$ cat config.mk
export PLATFORM = sky130hd
export DESIGN_NAME = deviation_alarm_rule_matcher_core
export DESIGN_NICKNAME = d
export VERILOG_FILES = /design/src/darm_pkg.sv /design/src/deviation_alarm_rule_matcher_core.sv /design/src/darm_ram.sv /design/src/darm_div.sv
export SDC_FILE = /design/constraint.sdc
export NUM_CORES = 2
export LEC_CHECK = 0
export BUFFER_PORTS_ARGS = -buffer_cell sky130_fd_sc_hd__buf_2
export CORE_MARGIN = 2
export CORE_UTILIZATION = 44
export DETAILED_ROUTE_END_ITERATION = 10
export RECOVER_POWER = 50
export SYNTH_ARGS = -nofsm -noshare
export SYNTH_HDL_FRONTEND = slang
export SYNTH_SLANG_ARGS = --single-unit
$ cat constraint.sdc
create_clock -name clk -period 14.09 [get_ports clk]
set_clock_uncertainty 0.05 [all_clocks]
set_input_delay 3.5225 -clock clk [delete_from_list [all_inputs] [get_ports clk]]
set_output_delay 3.5225 -clock clk [all_outputs]
set_load 0.1 [all_outputs]
$ cat src/darm_pkg.sv
`timescale 1ns / 1ps
package darm_pkg;

  localparam int unsigned CfgWidth = 32;
  localparam int unsigned CfgIdxWidth = 3;

  localparam logic [CfgIdxWidth-1:0] REG_WIN_LOW_MODE   = 3'd0;
  localparam logic [CfgIdxWidth-1:0] REG_WIN_LOW_VALUE  = 3'd1;
  localparam logic [CfgIdxWidth-1:0] REG_WIN_HIGH_MODE  = 3'd2;
  localparam logic [CfgIdxWidth-1:0] REG_WIN_HIGH_VALUE = 3'd3;
  localparam logic [CfgIdxWidth-1:0] REG_ENTRIES_IN_USE = 3'd4;

  localparam logic [1:0] BOUND_NONE      = 2'd0;
  localparam logic [1:0] BOUND_INCLUSIVE = 2'd1;
  localparam logic [1:0] BOUND_EXCLUSIVE = 2'd2;
  localparam logic [1:0] BOUND_RESERVED  = 2'd3;

  localparam logic [1:0] KIND_CLEAR    = 2'd0;
  localparam logic [1:0] KIND_SIGMA    = 2'd1;
  localparam logic [1:0] KIND_ABS      = 2'd2;
  localparam logic [1:0] KIND_RESERVED = 2'd3;

  localparam logic CMD_WRITE = 1'b0;
  localparam logic CMD_EVAL  = 1'b1;

  localparam logic [30:0] SAT31 = 31'h7FFF_FFFF;

  typedef struct packed {
    logic               command;
    logic [2:0]         entry_slot;
    logic [1:0]         entry_kind;
    logic [1:0]         entry_bound_mode;
    logic signed [31:0] entry_bound;
    logic [7:0]         entry_severity;
    logic signed [31:0] current;
    logic signed [31:0] mean;
    logic signed [31:0] spread;
  } req_t;

  typedef struct packed {
    logic        in_range;
    logic        matched;
    logic [2:0]  match_slot;
    logic [7:0]  match_severity;
    logic [30:0] deviation;
  } rsp_t;

  // One range table entry as stored in memory.
  typedef struct packed {
    logic [1:0]         kind;
    logic [1:0]         mode;
    logic signed [31:0] bound;
    logic [7:0]         severity;
  } entry_t;

  // Lower-bound test on a wide signed value.
  function automatic logic passes_lower(input logic [1:0] mode,
                                        input logic signed [49:0] value,
                                        input logic signed [31:0] bound);
    logic signed [49:0] b;
    logic r;
    begin
      b = 50'(bound);
      unique case (mode)
        BOUND_NONE:      r = 1'b1;
        BOUND_INCLUSIVE: r = value >= b;
        BOUND_EXCLUSIVE: r = value > b;
        default:         r = 1'b0;
      endcase
      return r;
    end
  endfunction

endpackage

$ cat src/deviation_alarm_rule_matcher_core.sv
`timescale 1ns / 1ps
// Channel  | Direction | Handshake         | Payload
// req      | in        | req_valid/ready   | darm_pkg::req_t
// rsp      | out       | rsp_valid/ready   | darm_pkg::rsp_t
// cfg      | in        | cfg_we            | cfg_index, cfg_data
//
// A write is committed as it is accepted, and writes may follow back to back.
// A sample request runs the window check and difference, then a bit-serial
// divide of a 56-bit dividend (with an extra setup step when the mean is
// the divisor), then a walk that reads one table entry per cycle. A sample
// outside the window skips the divide and the walk. When spread and mean
// are both near zero the divide is skipped.
// Reset (rst, synchronous) clears control state and the configuration
// registers; the table holds nothing meaningful until written. The result sits
// in an output register; a stalled result holds the block until it is taken.
module deviation_alarm_rule_matcher_core #(
  parameter int unsigned TABLE_DEPTH   = 8,
  parameter int unsigned NEAR_ZERO_Q16 = 1
) (
  input  logic                                clk,
  input  logic                                rst,
  input  logic                                req_valid,
  output logic                                req_ready,
  input  darm_pkg::req_t                      req,
  output logic                                rsp_valid,
  input  logic                                rsp_ready,
  output darm_pkg::rsp_t                      rsp,
  input  logic                                cfg_we,
  input  logic [darm_pkg::CfgIdxWidth-1:0]    cfg_index,
  input  logic [darm_pkg::CfgWidth-1:0]       cfg_data
);
  localparam int unsigned AW = (TABLE_DEPTH > 1) ? $clog2(TABLE_DEPTH) : 1;

  typedef enum logic [2:0] {S_IDLE, S_SCORE, S_DIV, S_WALK, S_OUT} state_t;

  state_t state;

  // Configuration registers.
  logic [1:0]         win_low_mode, win_high_mode;
  logic signed [31:0] win_low_value, win_high_value;
  logic [3:0]         entries_in_use;

  always_ff @(posedge clk) begin
    if (rst) begin
      win_low_mode <= '0;
      win_low_value <= '0;
      win_high_mode <= '0;
      win_high_value <= '0;
      entries_in_use <= '0;
    end else if (cfg_we) begin
      unique case (cfg_index)
        darm_pkg::REG_WIN_LOW_MODE:   win_low_mode <= cfg_data[1:0];
        darm_pkg::REG_WIN_LOW_VALUE:  win_low_value <= cfg_data;
        darm_pkg::REG_WIN_HIGH_MODE:  win_high_mode <= cfg_data[1:0];
        darm_pkg::REG_WIN_HIGH_VALUE: win_high_value <= cfg_data;
        darm_pkg::REG_ENTRIES_IN_USE: entries_in_use <= cfg_data[3:0];
        default: ;
      endcase
    end
  end

  // Number of entries walked, clamped to the table depth.
  logic [6:0] walk_len;
  always_comb begin
    if (7'(entries_in_use) > 7'(TABLE_DEPTH)) walk_len = 7'(TABLE_DEPTH);
    else walk_len = 7'(entries_in_use);
  end

  // Table RAM. Writes come from write requests; reads are driven by the walk.
  logic              ram_we;
  logic [AW-1:0]     ram_waddr, ram_raddr;
  darm_pkg::entry_t  ram_wdata, ram_rdata;
  logic [43:0]       ram_rbits;

  darm_ram #(.Width(44), .Depth(TABLE_DEPTH)) u_table (
    .clk   (clk),
    .we    (ram_we),
    .waddr (ram_waddr),
    .wdata (ram_wdata),
    .raddr (ram_raddr),
    .rdata (ram_rbits)
  );
  assign ram_rdata = darm_pkg::entry_t'(ram_rbits);

  // A write request is accepted in IDLE and committed in the same edge; the
  // slot check filters slots that lie beyond the table.
  logic req_fire;
  assign req_ready = (state == S_IDLE);
  assign req_fire  = req_valid && req_ready;
  assign ram_we    = req_fire && (req.command == darm_pkg::CMD_WRITE) &&
                     (32'(req.entry_slot) < 32'(TABLE_DEPTH));
  assign ram_waddr = AW'(req.entry_slot);
  assign ram_wdata = '{kind: req.entry_kind, mode: req.entry_bound_mode,
                       bound: req.entry_bound, severity: req.entry_severity};

  // Sample registers.
  logic signed [31:0] cur, mn, sp;
  logic [32:0]        diff;         // |cur - mean|
  logic signed [49:0] score;
  logic [6:0]         walk_idx;     // index of the entry being read
  logic [6:0]         chk_idx;      // index of entry whose data is on rdata
  logic               chk_valid;

  // Window check and case selection on the stored sample.
  logic signed [32:0] dsgn;
  logic [31:0] smag, mmag;
  logic        low_fail, high_fail;
  logic        sp_big, mn_big;
  logic signed [42:0] zscore;
  logic [42:0] zmag;

  always_comb begin
    dsgn = 33'(cur) - 33'(mn);
    smag = sp[31] ? 32'(-33'(sp)) : 32'(sp);
    mmag = mn[31] ? 32'(-33'(mn)) : 32'(mn);
    sp_big = smag > 32'(NEAR_ZERO_Q16);
    mn_big = mmag > 32'(NEAR_ZERO_Q16);
    low_fail  = (win_low_mode == darm_pkg::BOUND_INCLUSIVE && cur < win_low_value) ||
                (win_low_mode == darm_pkg::BOUND_EXCLUSIVE && cur <= win_low_value);
    high_fail = (win_high_mode == darm_pkg::BOUND_INCLUSIVE && cur > win_high_value) ||
                (win_high_mode == darm_pkg::BOUND_EXCLUSIVE && cur >= win_high_value);
    zscore = 43'sd65536 + 43'(cur) * 43'sd1000;
    zmag = zscore[42] ? 43'(-zscore) : zscore;
  end

  // Divider. Dividend is d<<16 for the sigma case, (100*d)<<16 otherwise.
  logic        div_start, div_done;
  logic [55:0] div_dividend, div_q;
  logic [31:0] div_divisor;
  logic [39:0] d100;

  assign d100 = 40'(diff) * 40'd100;

  darm_div u_div (
    .clk      (clk),
    .rst      (rst),
    .start    (div_start),
    .dividend (div_dividend),
    .divisor  (div_divisor),
    .done     (div_done),
    .quotient (div_q)
  );

  // Divider operands, registered in S_SCORE (the mean-case dividend in S_DIV).
  logic [55:0] dividend_r;
  logic [31:0] divisor_r;
  assign div_dividend = dividend_r;
  assign div_divisor  = divisor_r;
  logic div_go;
  assign div_start = div_go;

  // Walk logic: value compared for the entry on rdata.
  logic signed [49:0] entry_val;
  logic               entry_hit;
  always_comb begin
    entry_val = (ram_rdata.kind == darm_pkg::KIND_SIGMA) ? score : 50'(diff);
    entry_hit = chk_valid &&
                (ram_rdata.kind == darm_pkg::KIND_SIGMA ||
                 ram_rdata.kind == darm_pkg::KIND_ABS) &&
                darm_pkg::passes_lower(ram_rdata.mode, entry_val, ram_rdata.bound);
  end
  assign ram_raddr = AW'(walk_idx);

  function automatic logic [30:0] sat(input logic signed [49:0] v);
    return (v > 50'sd2147483647) ? darm_pkg::SAT31 : v[30:0];
  endfunction

  always_ff @(posedge clk) begin
    if (rst) begin
      state <= S_IDLE;
      rsp_valid <= 1'b0;
      div_go <= 1'b0;
      chk_valid <= 1'b0;
      walk_idx <= '0;
      chk_idx <= '0;
    end else begin
      div_go <= 1'b0;
      unique case (state)
        S_IDLE: begin
          if (req_fire && req.command == darm_pkg::CMD_EVAL) begin
            cur <= req.current;
            mn <= req.mean;
            sp <= req.spread;
            state <= S_SCORE;
          end
        end
        S_SCORE: begin
          diff <= dsgn[32] ? 33'(-dsgn) : 33'(dsgn);
          walk_idx <= '0;
          chk_valid <= 1'b0;
          if (low_fail || high_fail) begin
            rsp <= '0;
            rsp_valid <= 1'b1;
            state <= S_OUT;
          end else if (sp_big) begin
            dividend_r <= {8'h0, 32'(dsgn[32] ? 33'(-dsgn) : 33'(dsgn)), 16'h0};
            divisor_r <= smag;
            div_go <= 1'b1;
            state <= S_DIV;
          end else if (mn_big) begin
            // 100*d is formed from the registered diff in the next cycle, in S_DIV.
            divisor_r <= mmag;
            dividend_r <= '0;
            state <= S_DIV;
            div_go <= 1'b0;
            chk_idx <= 7'h7F;  // marks the mean case for the next cycle
          end else begin
            score <= 50'(zmag);
            state <= S_WALK;
          end
        end
        S_DIV: begin
          if (chk_idx == 7'h7F) begin
            dividend_r <= {1'b0, d100[38:0], 16'h0};
            div_go <= 1'b1;
            chk_idx <= '0;
          end else if (div_done) begin
            // A quotient of 2^49 or more passes every bound and saturates, so
            // it is held at 2^31, which behaves the same.
            score <= (div_q[55:49] != '0) ? 50'sd2147483648 : 50'(div_q);
            state <= S_WALK;
          end
        end
        S_WALK: begin
          // Address issued this cycle, data checked next cycle.
          if (entry_hit) begin
            rsp <= '{in_range: 1'b1, matched: 1'b1, match_slot: 3'(chk_idx),
                     match_severity: ram_rdata.severity, deviation: sat(entry_val)};
            rsp_valid <= 1'b1;
            chk_valid <= 1'b0;
            state <= S_OUT;
          end else if (walk_idx >= walk_len) begin
            if (!chk_valid || walk_idx == walk_len) begin
              rsp <= '{in_range: 1'b1, matched: 1'b0, match_slot: 3'd0,
                       match_severity: 8'd0, deviation: sat(score)};
              rsp_valid <= 1'b1;
              chk_valid <= 1'b0;
              state <= S_OUT;
            end
          end else begin
            chk_idx <= walk_idx;
            chk_valid <= 1'b1;
            walk_idx <= walk_idx + 7'd1;
          end
        end
        S_OUT: begin
          if (rsp_ready) begin
            rsp_valid <= 1'b0;
            state <= S_IDLE;
          end
        end
        default: state <= S_IDLE;
      endcase
    end
  end

`ifndef ASSERT_OFF
  a_no_accept_busy: assert property (@(posedge clk) disable iff (rst)
    (state != S_IDLE) |-> !req_ready) else $error("request taken while busy");
  a_rsp_only_out: assert property (@(posedge clk) disable iff (rst)
    rsp_valid |-> (state == S_OUT)) else $error("response outside output state");
  a_rejected_clear: assert property (@(posedge clk) disable iff (rst)
    (rsp_valid && !rsp.in_range) |-> (!rsp.matched && rsp.deviation == '0))
    else $error("out-of-window result not cleared");
`endif
endmodule

$ cat src/darm_ram.sv
`timescale 1ns / 1ps
module darm_ram #(
  parameter int unsigned Width = 44,
  parameter int unsigned Depth = 8
) (
  input  logic                                          clk,
  input  logic                                          we,
  input  logic [((Depth > 1) ? $clog2(Depth) : 1)-1:0] waddr,
  input  logic [Width-1:0]                              wdata,
  input  logic [((Depth > 1) ? $clog2(Depth) : 1)-1:0] raddr,
  output logic [Width-1:0]                              rdata
);
  logic [Width-1:0] mem [Depth];

  always_ff @(posedge clk) begin
    if (we) begin
      mem[waddr] <= wdata;
    end
    rdata <= mem[raddr];
  end
endmodule

$ cat src/darm_div.sv
`timescale 1ns / 1ps
// Restoring divider, one quotient bit per cycle. 56-bit dividend, 32-bit divisor.
module darm_div (
  input  logic        clk,
  input  logic        rst,
  input  logic        start,
  input  logic [55:0] dividend,
  input  logic [31:0] divisor,
  output logic        done,
  output logic [55:0] quotient
);
  logic [5:0]  count;
  logic        busy;
  logic [32:0] rem;
  logic [33:0] trial;

  assign trial = {rem, quotient[55]} - {2'b0, divisor};

  always_ff @(posedge clk) begin
    if (rst) begin
      busy <= 1'b0;
      done <= 1'b0;
      count <= '0;
    end else begin
      done <= 1'b0;
      if (start) begin
        busy <= 1'b1;
        count <= 6'd55;
        rem <= '0;
        quotient <= dividend;
      end else if (busy) begin
        if (!trial[33]) begin
          rem <= trial[32:0];
          quotient <= {quotient[54:0], 1'b1};
        end else begin
          rem <= {rem[31:0], quotient[55]};
          quotient <= {quotient[54:0], 1'b0};
        end
        if (count == 6'd0) begin
          busy <= 1'b0;
          done <= 1'b1;
        end
        count <= count - 6'd1;
      end
    end
  end
endmodule
==> impl_metrics.json <==
{
  "clk_path_buf_depth": 3,
  "r2r-start": "cur[6]$_DFFE_PP_",
  "drc": 0,
  "fmax_ghz": 0.1224,
  "clock-sinks": 879,
  "r2r-end": "score[41]$_DFFE_PP_",
  "p_leak_nw": 23.80,
  "syn_area_um2": 53930,
  "antenna_found_initial": 6,
  "syn_nets": 5622,
  "cts_max_level": 3,
  "dp_slack_ns": 6.085,
  "die_area_um2": 125400,
  "hold_ws_ns": 0.4040,
  "crit_end": "score[41]$_DFFE_PP_",
  "arrival_ns": 8.56,
  "startpoint": "cur[6]$_DFFE_PP_",
  "path_clk_slew_ns": 0.06,
  "num_io_pins": 230,
  "setup_ws_ns": 5.920,
  "cts-root-buf": "clkbuf_16",
  "ctsHoldBuffers": 0,
  "grt.overflow.total": 0,
  "grt_first_pass_wirelength_mm": 215.1,
  "clock_latency_ns": 0.72,
  "start_util_pct": 44.31,
  "vias": 37009,
  "grtUsageTotal_pct": 22.12,
  "violations": "capacitance limit, slew limit",
  "crit_fanout": 9,
  "viasPerCell": 5.453,
  "antenna_left": 0,
  "yosysSeqAreaShare_pct": 46.27,
  "fin_nets": 5821,
  "fin_total_pwr_mw": 7.904,
  "reg2reg_depth": 24,
  "syn_inst": 4882,
  "tightest_slew_ns": 4.042,
  "row_count": 128,
  "fin_tns_setup_ns": 0,
  "min_period_ns": 8.170,
  "io_buffers": 229,
  "slew_violations": 462,
  "drt-total-wl_mm": 140.5,
  "critPathLaunchType": "flop",
  "grt_pass1_vias": 36545,
  "ys_types": 100,
  "ys.warnings.count": 0,
  "maxCapViolCount": 10,
  "synthFlopType": "edfxtp_1",
  "place_congestion": 0.9336,
  "worstPathRequired_ns": 14.48,
  "finalSetupViolations": 0,
  "fin_crit_sh_pct": 57.98,
  "crit_type": "reg2reg",
  "cts_made_buffers": 94,
  "async_flop_share_pct": 0,
  "drive_above_1_share_pct": 11.10,
  "die_w_um": 354.1,
  "fp.dieH_um": 354.1,
  "cts_setup_buffers": 0,
  "synth_edf_count": 735,
  "peakVddDrop_mv": 0.09125,
  "critPathCaptureType": "flop",
  "areaGrowthSynthToFinish_pct": 11.17,
  "tritoncts": "yes",
  "hold_class": "reg2reg",
  "ys_seq_elements": 879,
  "cts_resized": 0,
  "dr.pass1.iters": 5,
  "fin_util_pct": 49.26,
  "hpwlAfterDp_mm": 105.7,
  "grt_start_max_net_pins": 93,
  "powerDensity_nw_per_um2": 131.8,
  "rrSetupSlack_ns": 5.92,
  "core_um2": 121700,
  "hold_viol": 0,
  "slew_headroom_pct": -169.5,
  "status": "finished with violations",
  "rsz0062_at_grt": "no",
  "drtIter0Drc": 2738,
  "avgSynthCellArea_um2": 11.05,
  "post_drt_wl_per_cell_um": 20.70
}
-- layout make-up --
type	instances	area [µm²]
Antenna cell	1	2.502
Clock buffer	129	2651
Clock inverter	47	540.5
Sequential cell	879	24960
Multi-Input combinational cell	3154	25870
Fill cell	11189	61760
Inverter	678	2545
Timing Repair Buffer	274	1355
Tap cell	1625	2033
-- where the power goes --
group          switching [mW]  internal [mW]
Combinational            1.54          0.890
Clock                    1.07           1.44
Sequential             0.0325           2.93
Total                    2.64           5.26
-- sequential cells by signal, summed over array words and instances (netlist names), 33 cells and up --
signal / flops
div_dividend: 39
u_div.quotient: 56
rsp: 44
u_table.rdata: 44
u_div.rem: 33
u_table.mem: 352
diff: 33
score: 50
-- Yosys cell counts (22+ instances only) --
master,instances,share of area [%]
a22o_1,24,0.39
dfxtp_1,144,5.3
and3_1,39,0.45
mux4_2,88,3.7
xnor2_1,161,2.6
nor3_1,101,0.94
nor2b_1,48,0.56
o21a_1,36,0.50
and2_1,52,0.60
nand2b_1,27,0.31
o31ai_1,26,0.36
mux2i_1,58,1.1
or3_1,28,0.32
edfxtp_1,735,41
xor2_1,99,1.6
nand4_1,58,0.67
nor2_1,252,1.8
fa_1,153,5.7
a31oi_1,25,0.29
a211oi_1,54,0.75
o21ai_0,216,2.0
ha_1,403,9.4
nor4_1,35,0.41
buf_1,22,0.15
mux2_2,90,1.9
a21oi_1,246,2.3
nand2_1,366,2.5
a21o_1,135,1.9
nand3_1,70,0.65
inv_1,677,4.7
clkbuf_1,141,0.98
-- logic make-up (layout without fill, tap and decap cells) --
group / count (synthesis) / count (layout) / share of synthesized area [%]
AO/OA/AOI/OAI: 923 / 923 / 11.04
adder cells (fa/ha/maj): 556 / 556 / 15.03
XOR/XNOR: 263 / 263 / 4.339
flip-flops: 879 / 879 / 46.27
multiplexers: 236 / 236 / 6.631
buffers and inverters: 849 / 1128 / 5.956
other: 1 / 2 / 0.006954
AND/OR/NAND/NOR: 1175 / 1175 / 10.73
-- placed cells by master (no fill, tap or decap), types with 15 or more instances in the layout --
cell       instances
a211oi_1          54
a21o_1           135
a21oi_1          243
a22o_1            24
a31oi_1           24
and2_1            46
and3_1            39
buf_2            159
buf_4             34
clkbuf_1         100
clkbuf_16         96
clkinv_2          15
dfxtp_1          142
edfxtp_1         735
fa_1             153
ha_1             402
inv_1            677
mux2_2            82
mux2i_1           58
mux4_2            88
nand2_1          366
nand2b_1          27
nand3_1           70
nand3b_1          17
nand4_1           58
nor2_1           248
nor2b_1           48
nor3_1            98
nor4_1            36
o211ai_1          18
o21a_1            36
o21ai_0          216
o21bai_1          18
o31ai_1           26
or3_1             28
or4_1             17
xnor2_1          161
xor2_1            98
-- critical path: stages, from the launching register on --
cell and delay, ns:
edfxtp_1 0.53, inv_1 0.22, fa_1 0.46, fa_1 0.49, inv_1 0.05, fa_1 0.54, inv_1 0.06, fa_1 0.53
inv_1 0.04, ha_1 0.39, o21a_1 0.20, nand4_1 0.10, o22ai_1 0.25, a2bb2oi_1 0.41, or2_2 0.24, ha_1 0.32
nand4b_1 0.21, nor3_2 0.34, nand2_1 0.20, or4_1 0.55, a2111oi_0 0.62, o2111ai_1 0.33, nor4b_1 0.45, mux2i_1 0.23
nand3_1 0.09
-- worst min path at each step --
stage / startpoint / endpoint / cells past startpoint
floorplan: walk_idx[5]$_SDFFE_PP0P_ / walk_idx[5]$_SDFFE_PP0P_ / 1
global placement: win_high_value[1]$_SDFFE_PP0P_ / win_high_value[1]$_SDFFE_PP0P_ / 2
detailed placement: walk_idx[5]$_SDFFE_PP0P_ / walk_idx[5]$_SDFFE_PP0P_ / 1
CTS: win_low_value[1]$_SDFFE_PP0P_ / win_low_value[1]$_SDFFE_PP0P_ / 2
global route: win_low_value[29]$_SDFFE_PP0P_ / win_low_value[29]$_SDFFE_PP0P_ / 2
finish: win_high_value[7]$_SDFFE_PP0P_ / win_high_value[7]$_SDFFE_PP0P_ / 2
-- through the flow --
step / instances / instance area, µm²
final: 6787 / 59950
after global routing: 6786 / 59950
after CTS: 6786 / 60150
after detailed placement: 6610 / 56960
after global placement: 6610 / 56960
after floorplan: 4882 / 53930
-- routing by layer --
metal | global-route usage (%) | routed length (µm) | up-vias | part of all wire [%]
li1 | - | - | 17769 | -
met1 | 30.50 | 62960 | 18252 | 45
met2 | 36.98 | 68010 | 834 | 48
met3 | 3.247 | 7063 | 146 | 5.0
met4 | 4.915 | 2438 | 8 | 1.7
met5 | 0 | 48 | - | 0.034
Note: power is estimated with default switching activity, not from simulation.
